[config.mk]
export PLATFORM = sky130hd
export DESIGN_NAME = fha_front
export DESIGN_NICKNAME = d
export VERILOG_FILES = /design/src/rtl/fha_pkg.sv /design/src/rtl/fha_front.sv
export SDC_FILE = /design/constraint.sdc
export NUM_CORES = 1
export LEC_CHECK = 0
export ABC_AREA = 1
export ABC_CLOCK_PERIOD_IN_PS = 3800
export BUFFER_PORTS_ARGS = -buffer_cell sky130_fd_sc_hd__buf_2
export CORE_ASPECT_RATIO = 1.5
export CORE_UTILIZATION = 52
export DETAILED_ROUTE_END_ITERATION = 7
export GPL_ROUTABILITY_DRIVEN = 0
export PLACE_DENSITY = 0.78
export SLEW_MARGIN = 25
export SYNTH_ARGS = -nofsm -noshare
export SYNTH_HDL_FRONTEND = slang
export SYNTH_SLANG_ARGS = --single-unit
[constraint.sdc]
create_clock -name clk -period 3.8 [get_ports clk]
set_input_delay 0.19 -clock clk [delete_from_list [all_inputs] [get_ports clk]]
set_output_delay 0.19 -clock clk [all_outputs]
set_load 0.03 [all_outputs]
[src/rtl/fha_pkg.sv]
`default_nettype none

package fha_pkg;

    // One input item as it arrives on the request channel.
    typedef struct packed {
        logic [1:0]  req_type;
        logic [3:0]  cell_row;
        logic [6:0]  cell_col;
        logic        hot_bit;
        logic [31:0] time_ms;
    } in_item_t;

    // One result item as it leaves on the result channel.
    typedef struct packed {
        logic        stepped;
        logic        visible;
        logic [3:0]  ramp_index;
        logic [15:0] cell_color;
        logic [7:0]  cell_heat;
    } out_item_t;

    // Request codes on the wire.
    localparam logic [1:0] REQ_CODE_LOAD = 2'd0;
    localparam logic [1:0] REQ_CODE_TICK = 2'd1;
    localparam logic [1:0] REQ_CODE_READ = 2'd2;

    // Class that the front end attaches to every queued item.
    typedef enum logic [1:0] {
        CLS_LOAD,
        CLS_TICK,
        CLS_READ,
        CLS_NONE
    } req_class_t;

    typedef struct packed {
        req_class_t cls;
        in_item_t   item;
    } q_entry_t;

    // Configuration registers.
    typedef struct packed {
        logic [4:0] rows;
        logic [6:0] cols;
        logic [9:0] period;
    } cfg_t;

    localparam logic [1:0] CFG_ROWS   = 2'd0;
    localparam logic [1:0] CFG_COLS   = 2'd1;
    localparam logic [1:0] CFG_PERIOD = 2'd2;

    localparam logic [4:0] RESET_ROWS   = 5'd16;
    localparam logic [6:0] RESET_COLS   = 7'd80;
    localparam logic [9:0] RESET_PERIOD = 10'd45;

    localparam logic [7:0] HOT_HEAT    = 8'd255;
    localparam logic [7:0] WARM_HEAT   = 8'd90;
    localparam logic [7:0] COOLING     = 8'd14;
    localparam logic [7:0] VISIBLE_MIN = 8'd24;
    localparam logic [7:0] BLUE_KNEE   = 8'd180;

    // Back end sequencer states.
    typedef enum logic [2:0] {
        ST_CLEAR,
        ST_IDLE,
        ST_SRC,
        ST_ROW_RD,
        ST_ROW_DRAIN,
        ST_READ_WAIT
    } st_t;

    // Colour data of one cell that is in range.
    function automatic out_item_t read_result(input logic [7:0] v);
        logic [11:0] v9;
        logic [3:0]  idx;
        logic [19:0] gp;
        logic [7:0]  g;
        logic [9:0]  b;
        out_item_t   r;
        v9  = 12'(v) * 12'd9;
        idx = 4'd0;
        // Ramp level counts the thresholds of 255 that 9*v reaches.
        for (int k = 1; k <= 9; k++)
        begin
            if (v9 >= 12'(k * 255))
            begin
                idx = idx + 4'd1;
            end
        end
        // Division of 4*v by five through its reciprocal 205/1024.
        gp = 20'({v, 2'b00}) * 20'd205;
        g  = gp[17:10];
        b  = (v > BLUE_KNEE) ? 10'(v - BLUE_KNEE) * 10'd3 : 10'd0;
        r.stepped    = 1'b0;
        r.visible    = (v >= VISIBLE_MIN);
        r.ramp_index = idx;
        r.cell_color = {5'b11111, g[7:2], b[7:3]};
        r.cell_heat  = v;
        return r;
    endfunction

endpackage

`default_nettype wire

[src/rtl/fha_front.sv]
`default_nettype none

module fha_front (
    input  wire logic              clk,
    input  wire logic              rst_n,
    input  wire logic              in_valid,
    output logic                   in_stall,
    input  wire fha_pkg::in_item_t in_data,
    input  wire logic              hold,
    output logic                   q_valid,
    output fha_pkg::q_entry_t      q_data,
    input  wire logic              q_pop
);

    import fha_pkg::*;

    q_entry_t   ent_reg [2];
    logic       wr_ptr_reg;
    logic       rd_ptr_reg;
    logic [1:0] cnt_reg;
    logic       push;
    req_class_t cls;

    // Refuse items while the queue is full or the grid is being cleared.
    assign in_stall = (cnt_reg == 2'd2) || hold;
    assign push     = in_valid && !in_stall;
    assign q_valid  = (cnt_reg != 2'd0);
    assign q_data   = ent_reg[rd_ptr_reg];

    // Classify the request type once, on entry.
    always_comb
    begin
        case (in_data.req_type)
            REQ_CODE_LOAD: cls = CLS_LOAD;
            REQ_CODE_TICK: cls = CLS_TICK;
            REQ_CODE_READ: cls = CLS_READ;
            default:       cls = CLS_NONE;
        endcase
    end

    // Queue payload.
    always_ff @(posedge clk)
    begin
        if (push)
        begin
            ent_reg[wr_ptr_reg] <= '{cls: cls, item: in_data};
        end
    end

    // Queue pointers and fill count.
    always_ff @(posedge clk or negedge rst_n)
    begin
        if (!rst_n)
        begin
            wr_ptr_reg <= 1'b0;
            rd_ptr_reg <= 1'b0;
            cnt_reg    <= 2'd0;
        end
        else
        begin
            if (push)
            begin
                wr_ptr_reg <= !wr_ptr_reg;
            end
            if (q_pop)
            begin
                rd_ptr_reg <= !rd_ptr_reg;
            end
            cnt_reg <= cnt_reg + 2'(push) - 2'(q_pop);
        end
    end

endmodule

`default_nettype wire

==> run summary <==
Peak VDD IR -> 533 µV
DP HPWL -> 4470 µm
die height -> 109 µm
fin nets -> 438
Setup crit end kind -> flip-flop
unrepaired setup endpoints after global routing -> no
TritonCTS Sinks -> 100
CTS tree -> yes
Yosys reg bits -> 100
Synth Cell Area -> 3970 µm²
Final ANT Viol Nets -> 0
Detailed Routing Iterations Pass 1 -> 4
Post-Syn Nets -> 335
crit path launch type -> flip-flop
drt drc -> 0
placed cell count -> 470
final WL -> 6620 µm
pwr/cell area -> 716 nW/µm²
via count of the first global-routing pass -> 2328
cts-stage hold buffer count -> 2
critical path class -> reg2reg
area growth from synthesis to layout -> 18.1%
core area -> 7320 µm²
CP max FO -> 31
Die Span X -> 73.3 µm
HP Class -> in2reg
H-tree levels -> 3
CTS Buf Count -> 9
max reg flops -> 96
Longest Clk Path Bufs -> 2
Die ar. -> 7990 µm²
worst slew pin tran -> 0.910 ns
endpoints failing hold -> 0
number of max-cap violations -> 0
status -> complete, no violations
Iteration-0 DRC Markers -> 120
Critical Path AT -> 2.21 ns
vias -> 2300
first-pass GRT wire length -> 10400 µm
Cell Count, Final, Fillers Out -> 490
Slew headroom -> 39.2%
gr usage total -> 18.2%
WL per Instance -> 13.5 µm
Cells after Synth -> 282
largest net degree at the start of global routing -> 98
total power draw -> 3350 µW
f_max -> 461 MHz
Setup Buffers After CTS -> 0
clock root buffer -> clkbuf_8
setup ws final -> 1.63 ns
Worst-path clk slew -> 0.08 ns
share of layout cells above drive strength 1 -> 40.3%
grt total ovfl -> 0
register area share after synthesis -> 75.2%
Post-CTS Resized -> 0
initial antenna violation count -> 0
YS warnings -> 0
reg-to-reg slack, setup -> 1.63 ns
number of unique standard cell types used by synthesis -> 20
FF-to-FF path depth -> 4
I/O pins -> 101
Via density -> 4.69
port bufs -> 100
Placement Setup Slack -> 1.59 ns
Mean Syn Cell Area -> 14.1 µm²
Tmin final -> 2.17 ns
Worst Hold Depth -> 1
Final Setup Violations -> 0
Setup TNS -> 0 ns
initial core utilization -> 54.2%
Tcrit/Tclk final -> 57.1%
Leakage Power -> 0.00199 µW
Slew Viols, Final -> 0
Max Clock Skew -> 0.00554 ns
# diodes -> 0
WHS -> 0.0206 ns
WP data required -> 3.84 ns
Skew-Pair Late Insertion Delay -> 0.36 ns
Row Count -> 38
## synth_stat cells (all sizes together)
library cell / count / share of area (%)
edfxtp: 96 / 73
nand2: 58 / 6.8
inv: 56 / 5.3
o21ai: 48 / 8.1
buf: 10 / 2.9
dfrtp: 4 / 2.5
clkbuf: 3 / 0.38
ha: 2 / 0.63
nand3: 2 / 0.25
nand4: 1 / 0.16
nor2: 1 / 0.095
xor2: 1 / 0.22
## routing by layer
metal | routed length, µm | up-vias | part of all wire, % | global-route usage [%]
met2 | 3670 | 58 | 55 | 31.9
met4 | 218 | 0 | 3.3 | 11.1
li1 | - | 1145 | - | -
met3 | 280 | 16 | 4.2 | 4.99
met5 | 0 | - | 0 | 0
met1 | 2450 | 1081 | 37 | 19.1
## layout by cell type (no fill, tap or decap)
cell type,n
o21ai_2,22
edfxtp_1,96
clkbuf_1,3
clkinv_1,3
buf_4,1
nand4_1,1
inv_1,55
o21ai_0,17
clkbuf_8,9
dlygate4sd3_1,3
buf_2,100
clkinv_2,2
o21ai_1,9
ha_1,2
xor2_1,1
nand2_1,38
nand3_1,2
nand2_2,20
dfrtp_4,1
dfrtp_1,3
buf_12,1
nor2_4,1
## worst paths after layout
path | from | to
setup / recovery | cnt_reg[1] | ent_reg[1][10]
hold / removal | in_data[1] | ent_reg[1][1]
setup reg to reg | cnt_reg[1] | ent_reg[1][10]
hold reg to reg | wr_ptr_reg | wr_ptr_reg
max in group asynchronous | rst_n | rd_ptr_reg
min in group asynchronous | rst_n | rd_ptr_reg
## where the power goes
| group | total [µW] | switching (µW) | internal, µW |
|---|---|---|---|
| clock network | 553 | 322 | 231 |
| registers | 1510 | 135 | 1380 |
| logic | 1290 | 924 | 364 |
## cells by family (layout without fill, tap and decap cells)
kind of cell,after synthesis,in the layout,synth area share (%)
flip-flops,100,100,75.2
adder cells (fa/ha/maj),2,2,0.631
AO/OA/AOI/OAI,48,48,8.14
buffers and inverters,69,177,8.55
AND/OR/NAND/NOR,62,62,7.26
XOR/XNOR,1,1,0.221
## worst max-delay path, stage by stage (launching register included)
cell,delay (ns)
dfrtp_1,0.41
nand2_1,0.12
nand3_1,0.18
nor2_4,0.74
buf_4,0.40
## through the flow
| step | util (%) | instance area [µm²] |
|---|---|---|
| detailed placement | 61.2 | 4480 |
| floorplan | - | 3970 |
| finish | 64.0 | 4680 |
| global route | 64.0 | 4680 |
| global placement | 61.2 | 4480 |
| CTS | 63.6 | 4650 |
## cell type report
class	count	area, µm²
Clock buffer	12	135
Clock inverter	4	16.3
Fill cell	601	2640
Sequential cell	100	2990
Tap cell	100	125
Inverter	56	211
Multi-Input combinational cell	113	652
Timing Repair Buffer	105	558
No activity file was read; power rests on OpenSTA's default activity.
